File: src/design/fgcc_pkg.sv
// Shared types, widths and codes of the footprint grid collision checker.
`default_nettype none
package fgcc_pkg;

    localparam int ANGLE_W   = 16;
    localparam int CELL_W    = 10;
    localparam int HEAD_W    = 8;
    localparam int ENTRY_W   = 6;
    localparam int OFF_W     = 6;
    localparam int PACK_W    = 2 * OFF_W;
    localparam int COUNT_W   = 7;
    localparam int POSE_W    = 12;
    localparam int COORD_W   = 13;
    localparam int GRID_W    = 11;
    localparam int CFG_IDX_W = 2;

    localparam logic [GRID_W-1:0] GRID_RESET = 11'd1024;

    localparam logic signed [7:0] VAL_OCCUPIED = 8'sd100;
    localparam logic signed [7:0] VAL_UNKNOWN  = -8'sd1;

    localparam logic [CFG_IDX_W-1:0] REG_GRID_WIDTH  = 2'd0;
    localparam logic [CFG_IDX_W-1:0] REG_GRID_HEIGHT = 2'd1;

    typedef enum logic [1:0] {
        FUNC_CELL   = 2'd0,
        FUNC_OFFSET = 2'd1,
        FUNC_LENGTH = 2'd2,
        FUNC_QUERY  = 2'd3
    } t_func;

    typedef enum logic [2:0] {
        ST_CLEAR,
        ST_IDLE,
        ST_LEN,
        ST_WALK,
        ST_DONE
    } t_state;

    typedef struct packed {
        t_func                     func;
        logic [CELL_W-1:0]         cell_x;
        logic [CELL_W-1:0]         cell_y;
        logic                      blocked;
        logic [HEAD_W-1:0]         heading;
        logic [ENTRY_W-1:0]        entry;
        logic signed [OFF_W-1:0]   offset_x;
        logic signed [OFF_W-1:0]   offset_y;
        logic [COUNT_W-1:0]        count;
        logic signed [POSE_W-1:0]  pose_x;
        logic signed [POSE_W-1:0]  pose_y;
    } t_cmd;

endpackage
`default_nettype wire

File: src/design/fgcc_front.sv
// Front end: accepts requests, checks ranges and turns each into a command.
`default_nettype none
module fgcc_front #(
    parameter int HEADINGS      = 72,
    parameter int MAX_FOOTPRINT = 64,
    parameter int MAX_WIDTH     = 1024,
    parameter int MAX_HEIGHT    = 1024
) (
    input  wire logic                                i_in_valid,
    output logic                                     o_in_stall,
    input  wire logic [1:0]                          i_func,
    input  wire logic [fgcc_pkg::CELL_W-1:0]         i_cell_x,
    input  wire logic [fgcc_pkg::CELL_W-1:0]         i_cell_y,
    input  wire logic signed [7:0]                   i_cell_value,
    input  wire logic [6:0]                          i_heading_index,
    input  wire logic [fgcc_pkg::ENTRY_W-1:0]        i_entry_index,
    input  wire logic signed [fgcc_pkg::OFF_W-1:0]   i_offset_x,
    input  wire logic signed [fgcc_pkg::OFF_W-1:0]   i_offset_y,
    input  wire logic [fgcc_pkg::COUNT_W-1:0]        i_entry_count,
    input  wire logic signed [fgcc_pkg::POSE_W-1:0]  i_pose_x,
    input  wire logic signed [fgcc_pkg::POSE_W-1:0]  i_pose_y,
    input  wire logic [fgcc_pkg::ANGLE_W-1:0]        i_pose_angle,
    input  wire logic                                i_full,
    input  wire logic                                i_clearing,
    output logic                                     o_push,
    output fgcc_pkg::t_cmd                           o_cmd
);
    import fgcc_pkg::*;

    localparam int HIDX_W = $clog2(HEADINGS + 1);
    localparam int PROD_W = ANGLE_W + HIDX_W;

    logic [PROD_W-1:0] prod;
    logic [HIDX_W-1:0] query_heading;
    logic [HEAD_W-1:0] sel_heading;
    logic [COUNT_W-1:0] sat_count;
    logic              keep;
    t_func             func;

    always_comb begin
        func = t_func'(i_func);
        prod = PROD_W'(i_pose_angle) * PROD_W'(HEADINGS);
        query_heading = prod[PROD_W-1:ANGLE_W];
        if (int'(query_heading) >= HEADINGS) begin
            query_heading = HIDX_W'(HEADINGS - 1);
        end
        if (int'(i_entry_count) > MAX_FOOTPRINT) begin
            sat_count = COUNT_W'(MAX_FOOTPRINT);
        end else begin
            sat_count = i_entry_count;
        end
        sel_heading = HEAD_W'(i_heading_index);
        unique case (func)
            FUNC_CELL: begin
                keep = (int'(i_cell_x) < MAX_WIDTH) && (int'(i_cell_y) < MAX_HEIGHT);
            end
            FUNC_OFFSET: begin
                keep = (int'(i_heading_index) < HEADINGS) &&
                       (int'(i_entry_index) < MAX_FOOTPRINT);
            end
            FUNC_LENGTH: begin
                keep = int'(i_heading_index) < HEADINGS;
            end
            FUNC_QUERY: begin
                keep = 1'b1;
                sel_heading = HEAD_W'(query_heading);
            end
            default: begin
                keep = 1'b0;
            end
        endcase
    end

    always_comb begin
        o_cmd.func     = func;
        o_cmd.cell_x   = i_cell_x;
        o_cmd.cell_y   = i_cell_y;
        o_cmd.blocked  = (i_cell_value == VAL_OCCUPIED) || (i_cell_value == VAL_UNKNOWN);
        o_cmd.heading  = sel_heading;
        o_cmd.entry    = i_entry_index;
        o_cmd.offset_x = i_offset_x;
        o_cmd.offset_y = i_offset_y;
        o_cmd.count    = sat_count;
        o_cmd.pose_x   = i_pose_x;
        o_cmd.pose_y   = i_pose_y;
    end

    assign o_in_stall = i_full || i_clearing;
    assign o_push     = i_in_valid && !o_in_stall && keep;

endmodule
`default_nettype wire

File: config.mk
export PLATFORM = sky130hd
export DESIGN_NAME = fgcc_front
export DESIGN_NICKNAME = d
export VERILOG_FILES = /design/src/design/fgcc_pkg.sv /design/src/design/fgcc_front.sv
export SDC_FILE = /design/constraint.sdc
export NUM_CORES = 1
export LEC_CHECK = 0
export BUFFER_PORTS_ARGS = -buffer_cell sky130_fd_sc_hd__buf_2
export CAP_MARGIN = 20
export CORE_ASPECT_RATIO = 1.1
export CORE_MARGIN = 10
export CORE_UTILIZATION = 35
export DETAILED_ROUTE_END_ITERATION = 10
export PLACE_DENSITY = 0.91
export SYNTH_ARGS = -nofsm -noshare
export SYNTH_HDL_FRONTEND = slang
export SYNTH_SLANG_ARGS = --single-unit
File: constraint.sdc
create_clock -name vclk -period 5.89
set_clock_uncertainty 0.2 [all_clocks]
set_input_delay 0 -clock vclk [all_inputs]
set_output_delay 0 -clock vclk [all_outputs]
set_load 0.02 [all_outputs]
# == Word-level counts from Yosys, hierarchy flattened ==
# Index checks and enable logic that the tools add are counted.
# classes
eq_ne,5
reduce_logical,8
n_mux,4
n_mul,1
magnitude_cmp,3
# op_table
cell,n
$mux 7,3
$mul 16x4->20 const B,1
$eq 8x1->1 const B,1
$eq 8x8->1 const B,1
$ge 7x7->1 const B,1
$gt 7x7->1 const B,1
$lt 7x7->1 const B,1
$eq 2x2->1 const B,2
$reduce_or 2->1,2
$eq 2x1->1 const B,1
$logic_and 1x1->1,2
$logic_not 2->1,1
$logic_or 1x1->1,2
$pmux 1 s2,1
$logic_not 1->1,1
# word_totals
elab_cells,21
inputBits,105
out_inout_bits,82
reg_bits,0

# == Longest topological paths before layout ==
# Gate-level depths: netlist (run 1).
# depth
ltp_word,4
mapped_depth,8
mapped_depth_nobuf,8

# == Worst setup path after synthesis (run 1) ==
# Ideal clock, no wire load.
# synth_timing
kind,input to output
start,input port i_pose_angle[9] (netlist bit)
end,output port o_cmd[50] (netlist bit)
slack_ps,3606
arrival_ps,2084
path_stages,8
t_required_ps,5690
n_path_buf,0
cell_sequence,ha_1 > ha_1 > nand4_2 > a2111oi_4 > o211ai_2 > a31oi_4 > o2111ai_2 > a31oi_1
# synth_lines
item,line_no,rtl
start: declaration,fgcc_front.sv:22,"input wire logic [fgcc_pkg::ANGLE_W-1:0] i_pose_angle,"
end: declaration,fgcc_front.sv:26,output fgcc_pkg::t_cmd o_cmd

==> impl_metrics.env, run 1 <==
export IMPL_status="finished, final reports clean"
export IMPL_grt_max_degree=8
export IMPL_finalSetupTns_ns=0
export IMPL_track_usage_pct=14.3
export IMPL_dp_hpwl_um=3360
export IMPL_worstSetupEndpoint="o_cmd[51]"
export IMPL_drt_iter0_drc=18
export IMPL_drive_gt1_share_pct=30.0
export IMPL_yosysSeqAreaShare_pct=0
export IMPL_holdPathStages=2
export IMPL_final_cells=283
export IMPL_fin_crit_sh_pct=42.4
export IMPL_irDropWorstVdd_mv=0.0375
export IMPL_synth_nets=305
export IMPL_grt_pass1_vias=1623
export IMPL_grt_setup_unrepaired="no"
export IMPL_dieArea_um2=6660
export IMPL_clock_buffers=0
export IMPL_overflow=0
export IMPL_syn_inst=175
export IMPL_grt_pass1_wl_um=8200
export IMPL_leakagePower_nw=0.889
export IMPL_critPathRequiredTime_ns=5.69
export IMPL_synthTopCellsByCount="buf_4, ha_1, nor2_1"
export IMPL_synth_top_cell_area_share_pct=36.7
export IMPL_die_h_um=84.6
export IMPL_worstPathMaxFanout=5
export IMPL_synth_cell_type_count=37
export IMPL_fillCellCount=349
export IMPL_period_minus_slack_ns=2.50
export IMPL_dr_pass1_iters=4
export IMPL_fp_coreArea_um2=3650
export IMPL_worstPathArrival_ns=2.30
export IMPL_area_delta_synth_final_pct=37.8
export IMPL_place_inst=221
export IMPL_drc=0
export IMPL_die_w_um=78.8
export IMPL_row_count=23
export IMPL_min_path_type="in -> out"
export IMPL_initial_core_util_pct=36.4
export IMPL_yosysMostFrequentCell="buf_4"
export IMPL_maxCapViolCount=0
export IMPL_vias=1389
export IMPL_critPathKind="in -> out"
export IMPL_yosysTopAreaCell="buf_4"
export IMPL_seq_cells=0
export IMPL_diodes=0
export IMPL_io_buffers=62
export IMPL_fmax_ghz=0.400
export IMPL_wirelength_um=5380
export IMPL_avgViaCountPerCell=4.91
export IMPL_critPathLaunch="i_pose_angle[9]"
export IMPL_nNetsFinal=365
export IMPL_ff_latch_area_um2=0
export IMPL_hold_viol=0
export IMPL_synthesis_area_um2=1330
export IMPL_routedWlPerCell_um=19.0
export IMPL_place_area_um2=1210
export IMPL_setup_violations=0
export IMPL_yosysWarningCount=0
export IMPL_io_pins=187
export IMPL_antenna_left=0
export IMPL_synth_avg_cell_area_um2=7.59
export IMPL_fin_area_um2=1830
export IMPL_cp_start_kind="input pin"
export IMPL_whs_ns=0.0416
export IMPL_power_density_nw_per_um2=98.0
export IMPL_place_congestion=0.861
export IMPL_critPathCaptureType="primary output"
export IMPL_slew_viol_final=0
export IMPL_antenna_found_initial=0
export IMPL_synthTopCellsByArea="buf_4, ha_1, nor2_1"
==> worst min-delay path by stage <==
| stage | end | from | slack [ns] |
|---|---|---|---|
| after CTS | o_cmd[78] | i_func[0] | 0.05 |
| after floorplan | o_cmd[24] | i_entry_count[6] | -0.12 |
| after detailed placement | o_cmd[12] | i_pose_x[0] | -0.20 |
| final | o_cmd[79] | i_func[1] | 0.04 |
| after global routing | o_cmd[79] | i_func[1] | 0.06 |
| after global placement | o_cmd[12] | i_pose_x[0] | -0.20 |
==> worst max-delay path, stage by stage <==
cell,delay (ns)
buf_2,0.12
ha_1,0.29
ha_1,0.36
nand4_2,0.18
a2111oi_4,0.38
o211ai_2,0.15
a31oi_4,0.26
o2111ai_2,0.18
a31oi_1,0.19
buf_2,0.18
==> cells by family after synthesis <==
family                     after synthesis  share of synthesized area [%]
and+or+nand+nor                         46                           17.3
buffers and inverters                   70                           38.1
muxes                                    2                           1.60
other                                    1                          0.282
xor gates and xnor gates                 2                           1.32
adders and majority gates               25                           23.5
AOI/OAI and AO/OA                       29                           17.8
==> routing by layer <==
metal	GRT usage, %	wire (um)	up-vias
met4	1.31	46	0
met3	5.54	610	4
met1	13.4	1820	603
met5	0	0	-
li1	-	-	667
met2	29.0	2900	115
==> placed cells by master (no fill, tap or decap), types with 4 or more instances in the layout <==
master,instances
dlygate4sd3_1,62
inv_1,4
buf_2,62
ha_1,25
nor2_1,15
nand3_1,5
a21oi_1,7
nor2b_1,6
o21ai_0,4
nand2_1,8
==> layout make-up <==
type,instances,area [um^2],area share [%]
Multi-Input combinational cell,105,822,44.9
Timing Repair Buffer,124,931,50.9
Inverter,4,15.0,0.820
Tap cell,50,62.6,3.42
==> timing repair <==
item,in CTS,in global routing
gates resized for setup,0,0
buffers inserted,0,0
hold buffers,62,0
endpoints found under the hold margin,62,0
==> stage by stage <==
step,worst slack (ns),util [%],power (mW)
after global placement,3.45,33.1,0.110
after floorplan,3.61,-,0.137
after detailed placement,3.36,33.1,0.114
after global routing,3.23,50.1,0.197
after CTS,3.36,50.1,0.181
final,3.39,50.1,0.179
==> report_power, final <==
| part | switching [mW] | leakage (nW) | total, mW | internal [mW] |
|---|---|---|---|---|
| Combinational | 0.103 | 0.889 | 0.179 | 0.0761 |
| Sequential | 0 | 0 | 0 | 0 |
| Clock | 0 | 0 | 0 | 0 |
| Total | 0.103 | 0.889 | 0.179 | 0.0761 |
No activity file was read; power rests on OpenSTA's default activity.
==> inputs of run 2 (changes only) <==
- CORE_UTILIZATION: 35 -> 29
- PLACE_DENSITY: 0.91 -> 0.81
- clock period: 5.89 -> 2.1 ns (I/O delays scaled with it)
==> impl_metrics.env, run 2 (synthesis results as in run 1) <==
export IMPL_row_count=25
export IMPL_place_congestion=0.843
export IMPL_holdPathStages=2
export IMPL_critPathKind="in -> out"
export IMPL_critPathLaunch="i_pose_angle[12]"
export IMPL_clock_buffers=0
export IMPL_mostFrequentLayoutCell="dlygate4sd3_1"
export IMPL_period_minus_slack_ns=2.29
export IMPL_final_cells=307
export IMPL_cp_start_kind="input pin"
export IMPL_fin_crit_sh_pct=109
export IMPL_grt_pass1_vias=1797
export IMPL_wirelength_um=6230
export IMPL_die_h_um=91.0
export IMPL_grt_setup_unrepaired="yes"
export IMPL_violations="negative setup slack"
export IMPL_dieArea_um2=7690
export IMPL_dp_hpwl_um=3280
export IMPL_status="finished, violations left"
export IMPL_worstPathArrival_ns=2.09
export IMPL_whs_ns=0.0408
export IMPL_vias=1536
export IMPL_drt_iter0_drc=51
export IMPL_grt_pass1_wl_um=9140
export IMPL_utilization_pct=55.2
export IMPL_slowest_delay_ns=0.33
export IMPL_cp_common_cell="buf_4"
export IMPL_total_power_mw=0.725
export IMPL_drc=0
export IMPL_grt_max_degree=8
export IMPL_slew_viol_final=0
export IMPL_nNetsFinal=385
export IMPL_avgViaCountPerCell=5.00
export IMPL_fillCellCount=354
export IMPL_io_buffers=62
export IMPL_crit_chain="buf_2, buf_4, ha_1, ha_4, nand2_1, nor2_2, o211ai_2, a31oi_4, o2111ai_4, a31oi_2, buf_4"
export IMPL_place_area_um2=1330
export IMPL_worstPathMaxFanout=3
export IMPL_setup_violations=7
export IMPL_final_cell_mix="dlygate4sd3_1, buf_2, ha_4, buf_4, nor2_1"
export IMPL_finalSetupTns_ns=-0.949
export IMPL_pre_cts_slack_ns=-0.391
export IMPL_track_usage_pct=13.7
export IMPL_maxCapViolCount=0
export IMPL_whs_endpoint="o_cmd[79]"
export IMPL_antenna_left=0
export IMPL_io_pins=187
export IMPL_initial_core_util_pct=30.3
export IMPL_cpMaxStageDelayCell="ha_1"
export IMPL_fp_coreArea_um2=4380
export IMPL_die_w_um=84.5
export IMPL_routedWlPerCell_um=20.3
export IMPL_final_setup_worst_slack_ns=-0.193
export IMPL_place_inst=238
export IMPL_diodes=0
export IMPL_worstHoldStart="i_func[1]"
export IMPL_fin_area_um2=2420
export IMPL_dr_pass1_iters=4
export IMPL_seq_cells=0
export IMPL_fmax_ghz=0.436
export IMPL_drive_gt1_share_pct=51.4
export IMPL_power_density_nw_per_um2=300
export IMPL_overflow=0
export IMPL_min_path_type="in -> out"
export IMPL_ff_latch_area_um2=0
export IMPL_hold_viol=0
export IMPL_antenna_found_initial=0
export IMPL_critPathRequiredTime_ns=1.90
export IMPL_irDropWorstVdd_mv=0.112
export IMPL_area_delta_synth_final_pct=82.0
export IMPL_critPathCaptureType="primary output"
export IMPL_leakagePower_nw=1.02
[run 2: cell count changes in the layout (fill, tap and decap cells not counted), sizes merged]
cell    change
buf        +19
clkbuf      +1
[run 2: worst max-delay path, delay by kind of cell]
kind | cells | cell delay [ns]
AOI/OAI and AO/OA | 4 | 0.75
adders and majority gates | 2 | 0.62
buffers and inverters | 3 | 0.41
and+or+nand+nor | 2 | 0.30
[run 2: layout make-up]
cell class	instances	area, um^2	share of cell area [%]
multi-input combinational	105	1190	49.1
timing repair buffer	144	1150	47.4
tap	54	67.6	2.79
inverter	4	15.0	0.621
[run 2: power by group]
part | internal (mW) | total (mW) | switching [mW] | leakage (nW)
registers | 0 | 0 | 0 | 0
logic | 0.353 | 0.725 | 0.372 | 1.02
clock network | 0 | 0 | 0 | 0
total | 0.353 | 0.725 | 0.372 | 1.02
[run 2: timing repair]
action | CTS | global route
buffers inserted | 3 | 4
hold buffers | 62 | 0
pin swaps | 25 | 14
hold endpoints to repair | 62 | 0
resized for setup | 51 | 15
endpoints found under the setup margin | 7 | 7
[run 2: how the worst max path moves through the flow]
stage | to | depth (start not counted) | slack (ns)
finish | o_cmd[51] | 11 | -0.19
global route | o_cmd[51] | 11 | -0.30
CTS | o_cmd[52] | 10 | -0.19
detailed placement | o_cmd[51] | 10 | -0.39
global placement | o_cmd[51] | 10 | -0.32
floorplan | o_cmd[52] | 8 | -0.12
[run 2: routing by layer]
layer | vias up | global-route usage [%] | part of all wire [%]
met4 | 0 | 3.57 | 2.6
li1 | 710 | - | -
met3 | 14 | 5.45 | 10
met5 | - | 0 | 0
met2 | 126 | 28.4 | 56
met1 | 686 | 11.4 | 31
==> inputs of run 3 (changes only) <==
- CAP_MARGIN: 20 -> not set
- CORE_AREA: not set -> 2 2 73 75
- CORE_ASPECT_RATIO: 1.1 -> not set
- CORE_MARGIN: 10 -> not set
- CORE_UTILIZATION: 29 -> not set
- DIE_AREA: not set -> 0 0 75 77
- PLACE_DENSITY: 0.81 -> 0.75
==> impl_metrics.env, run 3 (synthesis results as in run 1) <==
export IMPL_fp_coreArea_um2=4980
export IMPL_leakagePower_nw=1.00
export IMPL_violations="negative setup slack"
export IMPL_worstPathMaxFanout=3
export IMPL_antenna_found_initial=0
export IMPL_drc=0
export IMPL_routedWlPerCell_um=13.5
export IMPL_dr_pass1_iters=4
export IMPL_wirelength_um=4340
export IMPL_vias=1456
export IMPL_power_density_nw_per_um2=291
export IMPL_hold_viol=0
export IMPL_final_setup_worst_slack_ns=-0.229
export IMPL_drive_gt1_share_pct=46.6
export IMPL_io_pins=187
export IMPL_diodes=0
export IMPL_p_comb_share_pct=100.0
export IMPL_clock_buffers=0
export IMPL_swShare_pct=50.9
export IMPL_fin_area_um2=2370
export IMPL_critPathRequiredTime_ns=1.90
export IMPL_drt_iter0_drc=17
export IMPL_p_int_mw=0.339
export IMPL_grt_pass1_vias=1457
export IMPL_irDropWorstVdd_mv=0.116
export IMPL_mostFrequentLayoutCell="dlygate4sd3_1"
export IMPL_grt_pass1_wl_um=6340
export IMPL_place_congestion=0.772
export IMPL_setup_violations=7
export IMPL_fin_crit_sh_pct=111
export IMPL_pre_cts_slack_ns=-0.434
export IMPL_holdPathStages=2
export IMPL_area_delta_synth_final_pct=78.1
export IMPL_dp_hpwl_um=2920
export IMPL_status="finished, violations left"
export IMPL_cp_start_kind="input pin"
export IMPL_grt_setup_unrepaired="yes"
export IMPL_die_w_um=75
export IMPL_min_path_type="in -> out"
export IMPL_total_power_mw=0.690
export IMPL_die_h_um=77
export IMPL_p_clk_share_pct=0
export IMPL_switching_power_mw=0.351
export IMPL_ff_latch_area_um2=0
export IMPL_fillCellCount=479
export IMPL_maxCapViolCount=0
export IMPL_row_count=26
export IMPL_fmax_ghz=0.429
export IMPL_avgViaCountPerCell=4.54
export IMPL_utilization_pct=47.5
export IMPL_antenna_left=0
export IMPL_p_seq_share_pct=0
export IMPL_critPathCaptureType="primary output"
export IMPL_overflow=0
export IMPL_slew_viol_final=0
export IMPL_final_cell_mix="dlygate4sd3_1, buf_2, ha_4, buf_4, nor2_1"
export IMPL_io_buffers=62
export IMPL_seq_cells=0
export IMPL_whs_ns=0.0388
export IMPL_nNetsFinal=383
export IMPL_critPathKind="in -> out"
export IMPL_multi_input_area_um2=1130
export IMPL_grt_max_degree=8
export IMPL_place_area_um2=1360
export IMPL_period_minus_slack_ns=2.33
export IMPL_track_usage_pct=13.5
export IMPL_worstPathArrival_ns=2.13
export IMPL_dieArea_um2=5780
export IMPL_initial_core_util_pct=26.7
[run 3: changes by cell type in the layout (fill, tap and decap cells not counted), sizes merged]
| cell | delta |
|---|---|
| buf | -1 |
| clkbuf | -1 |
[run 3: path summary, 6_finish.rpt]
kind                             from   endpoint
worst max-delay path  i_pose_angle[2]  o_cmd[50]
worst min-delay path        i_func[0]  o_cmd[78]
[run 3: worst max-delay path, cell delays in order]
cell and delay [ns]:
buf_6 0.10, ha_4 0.23, ha_4 0.25, nand4_1 0.20, a2111oi_4 0.44, o211ai_2 0.15, a31oi_4 0.24, o2111ai_4 0.16
a31oi_2 0.19, buf_4 0.16
[run 3: timing repair]
| item | CTS | global route |
|---|---|---|
| hold endpoints to repair | 62 | 0 |
| hold buffers | 62 | 0 |
| setup endpoints to repair | 7 | 7 |
| setup buffers | 4 | 1 |
| resized for setup | 42 | 15 |
| pin swaps | 20 | 16 |
| cloned | 0 | 0 |
[run 3: cell type report]
cell class	instances	share of cell area, %
Tap cell	70	3.70
Timing Repair Buffer	142	47.9
Multi-Input combinational cell	105	47.8
Inverter	4	0.635
[run 3: metrics by stage]
step	std cells	TNS [ns]
after floorplan	175	-0.469
after global placement	255	-1.72
final	321	-1.20
after global routing	321	-1.92
after detailed placement	255	-2.27
after CTS	321	-1.29
[run 3: per-layer routing]
| metal | GRT usage, % | share of wire [%] |
|---|---|---|
| met5 | 0 | 0 |
| met4 | 1.43 | 0.99 |
| met3 | 0.526 | 7.6 |
| met2 | 29.1 | 58 |
| met1 | 13.5 | 33 |
[run 3: power groups by stage]
stage	sequential (mW)	combinational, mW	clock (mW)
2_1_floorplan	0	0.389	0
3_3_place_gp	0	0.345	0
3_5_place_dp	0	0.357	0
4_1_cts	0	0.651	0
5_1_grt	0	0.742	0
6_report	0	0.690	0
