### src/design/fgcc_pkg.sv
// Shared types, widths and codes of the footprint grid collision checker.
`default_nettype none
package fgcc_pkg;

    localparam int ANGLE_W   = 16;
    localparam int CELL_W    = 10;
    localparam int HEAD_W    = 8;
    localparam int ENTRY_W   = 6;
    localparam int OFF_W     = 6;
    localparam int PACK_W    = 2 * OFF_W;
    localparam int COUNT_W   = 7;
    localparam int POSE_W    = 12;
    localparam int COORD_W   = 13;
    localparam int GRID_W    = 11;
    localparam int CFG_IDX_W = 2;

    localparam logic [GRID_W-1:0] GRID_RESET = 11'd1024;

    localparam logic signed [7:0] VAL_OCCUPIED = 8'sd100;
    localparam logic signed [7:0] VAL_UNKNOWN  = -8'sd1;

    localparam logic [CFG_IDX_W-1:0] REG_GRID_WIDTH  = 2'd0;
    localparam logic [CFG_IDX_W-1:0] REG_GRID_HEIGHT = 2'd1;

    typedef enum logic [1:0] {
        FUNC_CELL   = 2'd0,
        FUNC_OFFSET = 2'd1,
        FUNC_LENGTH = 2'd2,
        FUNC_QUERY  = 2'd3
    } t_func;

    typedef enum logic [2:0] {
        ST_CLEAR,
        ST_IDLE,
        ST_LEN,
        ST_WALK,
        ST_DONE
    } t_state;

    typedef struct packed {
        t_func                     func;
        logic [CELL_W-1:0]         cell_x;
        logic [CELL_W-1:0]         cell_y;
        logic                      blocked;
        logic [HEAD_W-1:0]         heading;
        logic [ENTRY_W-1:0]        entry;
        logic signed [OFF_W-1:0]   offset_x;
        logic signed [OFF_W-1:0]   offset_y;
        logic [COUNT_W-1:0]        count;
        logic signed [POSE_W-1:0]  pose_x;
        logic signed [POSE_W-1:0]  pose_y;
    } t_cmd;

endpackage
`default_nettype wire

### src/design/fgcc_queue.sv
// Short command queue between the front end and the back end.
`default_nettype none
module fgcc_queue #(
    parameter int DEPTH = 2
) (
    input  wire logic           i_clk,
    input  wire logic           i_rst_n,
    input  wire logic           i_push,
    input  fgcc_pkg::t_cmd      i_cmd,
    output logic                o_full,
    input  wire logic           i_pop,
    output logic                o_empty,
    output fgcc_pkg::t_cmd      o_head
);
    import fgcc_pkg::*;

    localparam int PTR_W = (DEPTH > 1) ? $clog2(DEPTH) : 1;
    localparam int CNT_W = $clog2(DEPTH + 1);

    t_cmd             r_slot [DEPTH];
    logic [PTR_W-1:0] r_wr_ptr;
    logic [PTR_W-1:0] r_rd_ptr;
    logic [CNT_W-1:0] r_count;
    logic [PTR_W-1:0] n_wr_ptr;
    logic [PTR_W-1:0] n_rd_ptr;
    logic [CNT_W-1:0] n_count;

    always_comb begin
        n_wr_ptr = r_wr_ptr;
        n_rd_ptr = r_rd_ptr;
        n_count  = r_count;
        if (i_push) begin
            n_wr_ptr = (r_wr_ptr == PTR_W'(DEPTH - 1)) ? '0 : r_wr_ptr + 1'b1;
        end
        if (i_pop) begin
            n_rd_ptr = (r_rd_ptr == PTR_W'(DEPTH - 1)) ? '0 : r_rd_ptr + 1'b1;
        end
        if (i_push && !i_pop) begin
            n_count = r_count + 1'b1;
        end else if (i_pop && !i_push) begin
            n_count = r_count - 1'b1;
        end
    end

    always_ff @(posedge i_clk) begin
        if (!i_rst_n) begin
            r_wr_ptr <= '0;
            r_rd_ptr <= '0;
            r_count  <= '0;
        end else begin
            r_wr_ptr <= n_wr_ptr;
            r_rd_ptr <= n_rd_ptr;
            r_count  <= n_count;
        end
    end

    always_ff @(posedge i_clk) begin
        if (i_push) begin
            r_slot[r_wr_ptr] <= i_cmd;
        end
    end

    assign o_full  = (r_count == CNT_W'(DEPTH));
    assign o_empty = (r_count == '0);
    assign o_head  = r_slot[r_rd_ptr];

endmodule
`default_nettype wire

### config.mk
export PLATFORM = sky130hd
export DESIGN_NAME = fgcc_queue
export DESIGN_NICKNAME = d
export VERILOG_FILES = /design/src/design/fgcc_pkg.sv /design/src/design/fgcc_queue.sv
export SDC_FILE = /design/constraint.sdc
export NUM_CORES = 1
export LEC_CHECK = 0
export BUFFER_PORTS_ARGS = -buffer_cell sky130_fd_sc_hd__buf_2
export CORE_MARGIN = 2
export CORE_UTILIZATION = 45
export DETAILED_ROUTE_END_ITERATION = 8
export PLACE_DENSITY = 0.75
export SLEW_MARGIN = 40
export SYNTH_ARGS = -nofsm -noshare
export SYNTH_HDL_FRONTEND = slang
export SYNTH_SLANG_ARGS = --single-unit
### constraint.sdc
create_clock -name i_clk -period 13.63 [get_ports i_clk]
set_input_delay 0.6815 -clock i_clk [delete_from_list [all_inputs] [get_ports i_clk]]
set_output_delay 0.6815 -clock i_clk [all_outputs]
set_load 0.02 [all_outputs]
# --- Yosys cells after proc, flatten, opt, wreduce, memory -nomap -nowiden ---
# Memories as Yosys holds them, arrays and structs flattened. A register that Yosys moved wholly into a read port is not among the register bits.
# Index checks and enable logic that the tools add are counted.
word_totals:
  ramBits: 160
  register_bits: 4
  elab_cells: 23
  memories: 1
classes:
  addsub: 4
  n_mux: 8
  n_reduce_logical: 6
  n_eq_ne: 1
mem_list:
  columns: ["name", "words", "width", "read_ports", "rd_ports_with_merged_regs", "write_ports", "line", "rtl"]
  rows:
  - ["r_slot", 2, 80, 1, 1, 1, "fgcc_queue.sv:20", "t_cmd r_slot [DEPTH];"]
ops:
  columns: ["op", "n"]
  rows:
  - ["$mux 1", 6]
  - ["$mux 2", 2]
  - ["$add 1x1->1 const B", 2]
  - ["$add 2x1->2 const B", 1]
  - ["$eq 2x2->1 const B", 1]
  - ["$logic_and 1x1->1", 2]
  - ["$logic_not 1->1", 2]
  - ["$logic_not 2->1", 1]
  - ["$reduce_bool 2->1", 1]
  - ["$sub 2x1->2 const B", 1]

# --- Logic depth before layout (Yosys ltp) ---
# Gate-level depths: netlist of run 1.
depth:
  depth_word: 4
  ltp_mapped: 5

# --- Worst setup path after synthesis of run 1 ---
# OpenSTA, ideal clock, no wires.
synth_path:
  kind: "input to register"
  startpoint: "input port i_push"
  endpoint: "memory r_slot[0][0] (netlist name), enable pin"
  required_time_ns: 13.101
  arrival_time_ns: 4.210
  path_slack_ns: 8.891
  setup_ns: 0.529
  stages: 1
  n_path_buf: 0
  cell_sequence: "nor2b_1"
synth_between:
  elab_chain_cells: 2
synth_rtl:
  columns: ["element", "line", "rtl"]
  rows:
  - ["start, declared", "fgcc_queue.sv:8", "input wire logic i_push,"]
  - ["$mux 1", "fgcc_queue.sv:58", "if (i_push) begin"]
  - ["$mux 1 (not written as such)", "fgcc_queue.sv:59", "r_slot[r_wr_ptr] <= i_cmd;"]
  - ["end, declared", "fgcc_queue.sv:20", null]
# Every way passes these cells.

==> impl_metrics.csv, run 1 <==
group,metric,value,unit
sta,max_slew_margin,49.7,%
floorplanning,coreArea,13100,um^2
power,leakagePower,2.85,nW
layout,nFillCells,1024,
setup_path,crit_required,12.95,ns
setup_path,cp_cell_sequence,"buf_12 > mux2_2 > buf_2",
power,p_per_area,151,nW/um^2
yosys,ys_types,17,
placed_design,dp_slack,10.96,ns
sta,max_freq,419,MHz
sta,fin_skew,0.00615,ns
global_routing,grt_max_degree,57,
floorplanning,die_w,120,um
sta,post-route-period-util,17.5,%
hold_path,hold_class,"in -> reg",
sta,slew_viol_final,0,
global_routing,grt_pass1_wl,15.9,mm
layout,drive_above_1_share,60.7,%
layout,final_util,57.8,%
clock_network,cts_setup_buffers,0,
detailed_routing,finalWirelength,10.2,mm
clock_network,h-tree-depth,4,
detailed_routing,wl_per_cell,15.9,um
power,p_clk_share,36.8,%
placed_design,dpl_cell_area,7070,um^2
sta,setup-tns-final,0,ns
sta,fin_ws,11.24,ns
yosys,avgSynthCellArea,22.2,um^2
detailed_routing,vias,3023,
setup_path,slowest_stage,"dfxtp_4",
sta,whs,0.455,ns
yosys,ys_ff_latch,165,
global_routing,grt_pass1_vias,3219,
placed_design,portBuffers,165,
setup_path,cp-start-kind,"flop",
layout,fin_area,7600,um^2
sta,fin_crit,2.39,ns
placed_design,placedCellCount,608,
setup_path,ff2ff_path_depth,2,
layout,final_common_cell,"buf_2",
global_routing,overflow,0,
detailed_routing,drt_pre_antenna_iters,4,
layout,fin_cells,639,
placed_design,dpl.hpwl,6.66,mm
floorplanning,io_pins,166,
sta,worstMarginPinSlew,0.755,ns
clock_network,holdBufCountCts,0,
clock_network,numCtsBuffers,17,
floorplanning,die-area,14300,um^2
sta,finalHoldViolCount,0,
clock_network,clk_pin_slew_worst_paths,0.06,ns
global_routing,grt_usage,14.9,%
clock_network,cts_tree,"built",
clock_network,cts_sinks,165,
power,seq_power_share,51.7,%
clock_network,clk_path_buf_depth,2,
layout,area.growth.synth_to_final,26.2,%
floorplanning,num_rows,42,
yosys,yosys_warnings,0,
clock_network,root_buffer,"clkbuf_16",
power,comb_power_share,11.5,%
sta,setup_viol,0,
sta,rsz0062_at_grt,"false",
yosys,syn_inst,271,
detailed_routing,via_per_inst,4.73,
detailed_routing,drt_iter0_drc,171,
power,peakVddDrop,0.0886,mV
yosys,syn_area,6020,um^2
floorplanning,start_util,45.8,%
detailed_routing,antenna_left,0,
clock_network,clkLatencyLatePin,0.41,ns
run,drv_cap,0,
run_status,status,"finished, final reports clean",
detailed_routing,drc_errors,0,
setup_path,arrival,1.70,ns
power,p_int,0.889,mW
setup_path,worstSetupEndpointType,"output port",
power,power.total,1.15,mW
layout,layout_common_cells,"165 x buf_2, 160 x edfxtp_1, 80 x mux2_2",
setup_path,max_stage_delay,0.47,ns
floorplanning,die_h,120,um
setup_path,path_max_fanout,39,
layout,num_antenna_cells,0,
yosys,syn_nets,356,
yosys,seq_area_frac_synth,81.5,%
global_routing,antenna_found_initial,0,
setup_path,critPathKind,"reg -> out",
placed_design,routabilityCongestion,0.686,
clock_network,cts.repair.resized,0,
hold_path,min_path_cells,1,
power,p_switching,0.259,mW
power,p_sw_share,22.6,%
layout,fin_nets,536,
## worst max-delay path, delay by kind of cell, from the launching register on
kind	cells	cell delay (ns)
buffers and inverters	2	0.42
multiplexers	1	0.37
flip-flops	1	0.47
## cell families (layout without fill, tap and decap cells)
family	Yosys count	in the layout	synth area share, %
flip-flops	165	165	81.5
AO/OA/AOI/OAI	3	3	0.333
AND/OR/NAND/NOR	9	9	0.935
XOR/XNOR	3	3	0.437
multiplexers	80	80	15.0
buffers and inverters	10	202	1.64
adder cells (fa/ha/maj)	1	1	0.208
## final cells by class
type,count,area (um^2),share of cell area (%)
flip-flops and latches,165,4910,64.6
clock buffers,20,437,5.75
clock inverters,11,87.6,1.15
inverters,1,3.75,0.0494
multi-input cells,96,1030,13.5
repair buffers,170,913,12.0
well taps,176,220,2.90
## power groups by stage
stage	combinational, mW	sequential (mW)	clock [mW]
after floorplan	0.0883	0.603	0
after global placement	0.121	0.611	0
after detailed placement	0.134	0.605	0
after CTS	0.135	0.594	0.434
after global routing	0.143	0.596	0.454
final	0.132	0.594	0.422
## sequential cells by signal, summed over array words and instances, names as in the netlist, named ones only
| name | count |
|---|---|
| r_rd_ptr | 1 |
| r_slot | 160 |
| r_wr_ptr | 1 |
| r_count | 2 |
## final timing paths
kind,from,end,slack (ns)
worst max-delay path,flop,o_head[22],11.24
worst min-delay path,i_cmd[21],r_slot[1][21],0.46
worst max register to register,r_wr_ptr,r_slot[0][4],11.57
worst min register to register,r_count[1],r_count[1],0.52
## cell usage after synthesis (all sizes together)
library cell	n	area (um^2)
nor2	1	3.75
nor2b	2	12.5
mux2	80	901
dfxtp	5	100
o21ai	1	5.00
a21boi	1	7.51
xnor2	1	8.76
and2	4	25.0
xor2	2	17.5
buf	9	95.1
o21a	1	7.51
inv	1	3.75
ha	1	12.5
or3	1	6.26
and2b	1	8.76
edfxtp	160	4800
## routing by layer
metal  global-route usage [%]  routed length [um]
met3                     5.18                 662
met1                     18.0                4120
met5                        0                   0
met4                     6.18                 143
met2                     24.4                5260
Power figures use the tool's default switching activity.
==> run 2, diff against run 1 <==
Settings changed: ABC_AREA set to 1, PLACE_DENSITY 0.75 to 0.77.
Clock period 13.63 ns to 2.19 ns, I/O delays scaled along.
==> run 2 against run 1 <==
Die area increased by 6.2%; flip-flop and latch count unchanged; cell area grew 16%; first-iteration DRC count rose by 3.5%; clock power grew to 7.3 times the previous value; total power rose to 6.8 times the previous value; routed wire length grew 22%; setup slack got worse by 11 ns; register-to-register slack got worse by 11 ns; clock-buffer cell count fell by 1.
==> impl_metrics.csv, run 2 <==
group,metric,value,unit
run_status,status,"finished, final reports clean",
detailed_routing,via_per_inst,4.71,
sta,fin_skew,0.00618,ns
yosys,async_flop_share,0,%
setup_path,critPathKind,"reg -> out",
yosys,synth.most_common_cell,"edfxtp_1",
power,p_sw_share,21.1,%
layout,largest-register,"r_slot",
sta,max_slew_margin,60.3,%
placed_design,dpl.hpwl,7.46,mm
yosys,synth_enable_flop_cells,160,
floorplanning,start_util,46.1,%
detailed_routing,drc_errors,0,
power,seq_power_share,47.9,%
power,power.total,7.77,mW
floorplanning,die_h,123,um
layout,fin_nets,633,
run,drv_cap,0,
sta,post-route-period-util,89.2,%
yosys,yosys_warnings,0,
yosys,syn_inst,284,
floorplanning,num_rows,43,
yosys,synth.top_cells.by_area,"edfxtp_1 75%, mux2_4 19%, buf_12 2.5%",
floorplanning,die-area,15200,um^2
yosys,ys_ff_latch,165,
hold_path,hold_class,"in -> reg",
clock_network,cts_sinks,165,
yosys,ys.flop_type,"edfxtp_1",
setup_path,arrival,1.84,ns
power,p_per_area,881,nW/um^2
setup_path,path_max_fanout,35,
global_routing,grt_pass1_vias,3750,
power,peakVddDrop,0.599,mV
detailed_routing,wl_per_cell,16.8,um
yosys,syn_nets,369,
layout,num_antenna_cells,0,
sta,worstMarginPinSlew,0.596,ns
power,p_clk_share,39.8,%
layout,layout_common_cells,"165 x buf_2, 160 x edfxtp_1, 83 x dlygate4sd3_1",
clock_network,clk_path_buf_depth,2,
yosys,seq_area_frac_synth,76.6,%
clock_network,clkLatencyLatePin,0.41,ns
layout,area.growth.synth_to_final,37.7,%
yosys,synth_area_leader_cell,"edfxtp_1",
yosys,ys_types,13,
yosys,avgSynthCellArea,22.6,um^2
floorplanning,die_w,123,um
clock_network,root_buffer,"clkbuf_16",
sta,finalHoldViolCount,0,
placed_design,portBuffers,165,
yosys,synth_top_area_share,75.0,%
detailed_routing,drt_pre_antenna_iters,4,
setup_path,crit_required,2.08,ns
global_routing,grt_max_degree,44,
yosys,syn_area,6400,um^2
sta,rsz0062_at_grt,"false",
yosys,synth_common_cells,"160 x edfxtp_1, 80 x mux2_4, 9 x nor2_1",
power,leakagePower,3.57,nW
clock_network,cts_setup_buffers,0,
placed_design,routabilityCongestion,0.682,
detailed_routing,finalWirelength,12.4,mm
power,p_int,6.13,mW
setup_path,cp_cell_sequence,"buf_12 > mux2_4 > buf_2",
sta,fin_crit,1.95,ns
floorplanning,coreArea,13900,um^2
sta,slew_viol_final,0,
setup_path,max_stage_delay,0.57,ns
detailed_routing,drt_iter0_drc,177,
setup_path,cp-start-kind,"flop",
global_routing,antenna_found_initial,0,
setup_path,slowest_stage,"dfxtp_4",
layout,largestRegisters,"r_slot (160), r_count (2)",
setup_path,worstSetupEndpointType,"output port",
layout,drive_above_1_share,50.0,%
clock_network,cts.repair.resized,0,
sta,setup-tns-final,0,ns
sta,setup_viol,0,
clock_network,cts_tree,"built",
clock_network,h-tree-depth,4,
power,p_switching,1.64,mW
layout,largest_register_ff_count,160,
sta,max_freq,512,MHz
clock_network,numCtsBuffers,17,
detailed_routing,antenna_left,0,
global_routing,grt_usage,16.7,%
detailed_routing,vias,3489,
power,comb_power_share,12.3,%
layout,final_common_cell,"buf_2",
global_routing,grt_pass1_wl,18.6,mm
floorplanning,io_pins,166,
clock_network,clk_pin_slew_worst_paths,0.06,ns
sta,whs,0.115,ns
global_routing,overflow,0,
-- run 2: changes by cell type after synthesis, sizes merged, moves of 2 or more --
cell	before	now
and2	4	0
inv	1	8
nand2	0	8
nor2	1	9
nor2b	2	0
xor2	2	0
-- run 2: cells by family (layout without fill, tap and decap cells) --
logic type,Yosys count,after routing,share of synthesized area [%]
AO/OA/AOI/OAI,2,2,0.156
adder cells (fa/ha/maj),1,1,0.195
multiplexers,80,80,18.8
buffers and inverters,17,293,3.15
flip-flops,165,165,76.6
AND/OR/NAND/NOR,19,19,1.17
-- run 2: cell type report --
class | count | area (um^2)
clock inverter | 12 | 185
multi-input combinational | 102 | 1310
sequential | 165 | 4910
fill | 991 | 5060
timing repair buffer | 254 | 1730
clock buffer | 19 | 433
tap | 180 | 225
inverter | 8 | 33.8
-- run 2: worst max-delay path, delay by kind of cell, from the launching register on --
| kind | cells | cell delay [ns] |
|---|---|---|
| buf+inv | 2 | 0.46 |
| flops | 1 | 0.57 |
| mux | 1 | 0.34 |
-- run 2: repair_timing --
item	4_1_cts	5_1_grt
hold buffers	83	0
hold endpoints to repair	165	0
setup endpoints to repair	0	0
-- run 2: layer usage --
metal / GRT usage, % / vias up / wire length, um
li1: - / 1630 / -
met1: 18.4 / 1718 / 4830
met2: 29.9 / 117 / 6610
met3: 4.61 / 24 / 685
met4: 7.60 / 0 / 303
met5: 0 / - / 0
-- run 2: final timing paths --
kind             from            end  slack [ns]  cells after the start
max              flop     o_head[39]        0.24                      3
min            i_push     r_count[0]        0.12                      3
max reg2reg  r_wr_ptr  r_slot[1][66]        0.71                      3
min reg2reg  r_rd_ptr       r_rd_ptr        0.51                      2
-- run 2: power by group through the flow --
stage	registers, mW	logic [mW]	clock network, mW
finish	3.72	0.958	3.09
global route	3.73	1.02	3.30
detailed placement	3.78	0.839	0
floorplan	3.76	0.605	0
CTS	3.72	0.959	3.16
global placement	3.77	0.820	0
-- run 2: metrics by stage --
stage          cells  area [um^2]  setup slack, ns  utilization, %
4_1_cts          740         8820            0.213            63.5
6_report         740         8820            0.238            63.5
3_5_place_dp     626         7370            0.673            53.1
2_1_floorplan    284         6420            0.189               -
5_1_grt          740         8820            0.171            63.5
3_3_place_gp     626         7370            0.688            53.1
==> run 3, diff against run 2 <==
Settings changed: CELL_PAD_IN_SITES_DETAIL_PLACEMENT set to 0, CELL_PAD_IN_SITES_GLOBAL_PLACEMENT set to 1, CORE_UTILIZATION 45 to 35, PLACE_DENSITY 0.77 to 0.72.
==> run 3 against run 2 <==
Total power is 4.3% lower; routed wire length is 3.2% lower; non-clock buffer count stayed put; clock power is 10% lower; flip-flop and latch count stayed put; sequential power hardly changed; first-iteration DRC count is 20% lower; register-to-register slack better by 0.10 ns; clock skew is 0.0013 ns higher; combinational power hardly changed.
==> impl_metrics.csv, run 3 (synthesized netlist as in run 2, its figures left out) <==
group,metric,value,unit
run_status,status,"finished, final reports clean",
detailed_routing,met1_length,4.82,mm
floorplanning,start_util,35.7,%
power,p_switching,1.73,mW
layout,area.growth.synth_to_final,37.9,%
clock_network,cts_sinks,165,
sta,fin_crit,1.94,ns
global_routing,grt_pass1_vias,3761,
clock_network,clkLatencyLatePin,0.42,ns
detailed_routing,finalWirelength,12.0,mm
placed_design,dpl.hpwl,7.71,mm
sta,worstMarginPinSlew,0.473,ns
detailed_routing,wl_per_cell,15.2,um
layout,fin_nets,633,
hold_path,min_from,"i_push",
setup_path,ff2ff_path_depth,3,
detailed_routing,antenna_left,0,
global_routing,grt_usage,12.7,%
power,leakagePower,3.54,nW
clock_network,clk_path_buf_depth,2,
hold_path,min_path_cells,3,
sta,max_freq,514,MHz
sta,slew_viol_final,0,
placed_design,routabilityCongestion,0.693,
setup_path,r2r_slack,0.81,ns
clock_network,cts_setup_buffers,0,
setup_path,cp-start-kind,"flop",
global_routing,grt_max_degree,81,
sta,setup_viol,0,
layout,largest_register_ff_count,160,
hold_path,min_to,"r_count[0]",
power,comb_power_share,12.8,%
sta,fin_ws,0.245,ns
clock_network,clk_pin_slew_worst_paths,0.06,ns
floorplanning,die-area,19400,um^2
detailed_routing,met2_length,6.38,mm
sta,finalHoldViolCount,0,
power,peakVddDrop,0.488,mV
placed_design,dp_slack,0.666,ns
power,p_sw_share,23.3,%
clock_network,holdBufCountCts,83,
clock_network,cts.repair.resized,0,
sta,whs,0.132,ns
power,power.total,7.43,mW
detailed_routing,vias,3447,
power,seq_power_share,49.9,%
layout,num_antenna_cells,0,
global_routing,overflow,0,
setup_path,arrival,1.84,ns
setup_path,worstReg2RegStart,"r_wr_ptr",
global_routing,grt_pass1_wl,18.7,mm
detailed_routing,drt_iter0_drc,142,
sta,rsz0062_at_grt,"false",
power,p_int,5.70,mW
global_routing,antenna_found_initial,0,
layout,largest-register,"r_slot",
detailed_routing,via_per_inst,4.36,
layout,largestRegisters,"r_slot (160), r_count (2)",
hold_path,hold_class,"in -> reg",
detailed_routing,met3_length,731,um
setup_path,worstSetupEndpointType,"output port",
power,p_clk_share,37.2,%
setup_path,critPathKind,"reg -> out",
power,p_per_area,842,nW/um^2
run,drv_cap,0,
clock_network,root_buffer,"clkbuf_16",
floorplanning,die_w,139,um
layout,layout_common_cells,"165 x buf_2, 160 x edfxtp_1, 83 x dlygate4sd3_1",
sta,fin_skew,0.00752,ns
sta,post-route-period-util,88.8,%
setup_path,crit_required,2.08,ns
detailed_routing,top_layer_used,"met4",
floorplanning,io_pins,166,
setup_path,path_max_fanout,33,
layout,drive_above_1_share,50.6,%
clock_network,cts_tree,"built",
clock_network,h-tree-depth,4,
detailed_routing,drt_pre_antenna_iters,4,
layout,nFillCells,1501,
floorplanning,die_h,139,um
sta,setup-tns-final,0,ns
floorplanning,num_rows,49,
clock_network,numCtsBuffers,17,
detailed_routing,drc_errors,0,
setup_path,reg2reg_to,"r_slot[1][74]",
placed_design,portBuffers,165,
floorplanning,coreArea,18000,um^2
sta,max_slew_margin,68.5,%
layout,final_common_cell,"buf_2",
run 3: cell count changes in the layout (fill, tap and decap cells not counted), moves of 2 or more:
cell / change
clkinvlp_4: +4
bufinv_16: -4
inv_6: +4
clkbuf_1: -2
run 3: layout make-up:
type                    count  area, um^2  area share [%]
clock inverters            15         130            1.47
clock buffers              17         425            4.82
inverters                   8        33.8           0.383
flip-flops and latches    165        4910            55.6
multi-input cells         102        1310            14.8
repair buffers            254        1740            19.7
well taps                 229         287            3.25
run 3: metrics by stage:
stage | area [um^2] | std cells | util (%)
floorplan | 6420 | 284 | -
global placement | 7440 | 675 | 41.4
detailed placement | 7440 | 675 | 41.4
CTS | 8830 | 790 | 49.2
global route | 8830 | 790 | 49.2
finish | 8830 | 790 | 49.2
run 3: power groups by stage:
stage / sequential, mW / combinational (mW) / clock (mW)
final: 3.71 / 0.955 / 2.77
after global routing: 3.72 / 1.02 / 3.00
after CTS: 3.71 / 0.971 / 2.86
after detailed placement: 3.78 / 0.852 / 0
after global placement: 3.77 / 0.835 / 0
after floorplan: 3.76 / 0.605 / 0
run 3: worst max path at each step:
stage | start | endpoint | cells after the start
3_3_place_gp | flop | o_head[36] | 3
2_1_floorplan | r_wr_ptr | r_slot[1][0] | 2
5_1_grt | flop | o_head[34] | 3
3_5_place_dp | flop | o_head[34] | 3
4_1_cts | flop | o_head[34] | 3
6_report | flop | o_head[34] | 3
run 3: critical path: stages, from the launching register on:
cell,delay (ns)
dfxtp_4,0.58
buf_12,0.30
mux2_4,0.34
buf_2,0.16
run 3: metal layers:
layer  GRT usage, %  up-vias
li1               -     1637
met1           13.7     1698
met2           23.0      104
met3           4.96        8
met4           3.77        0
met5              0        -
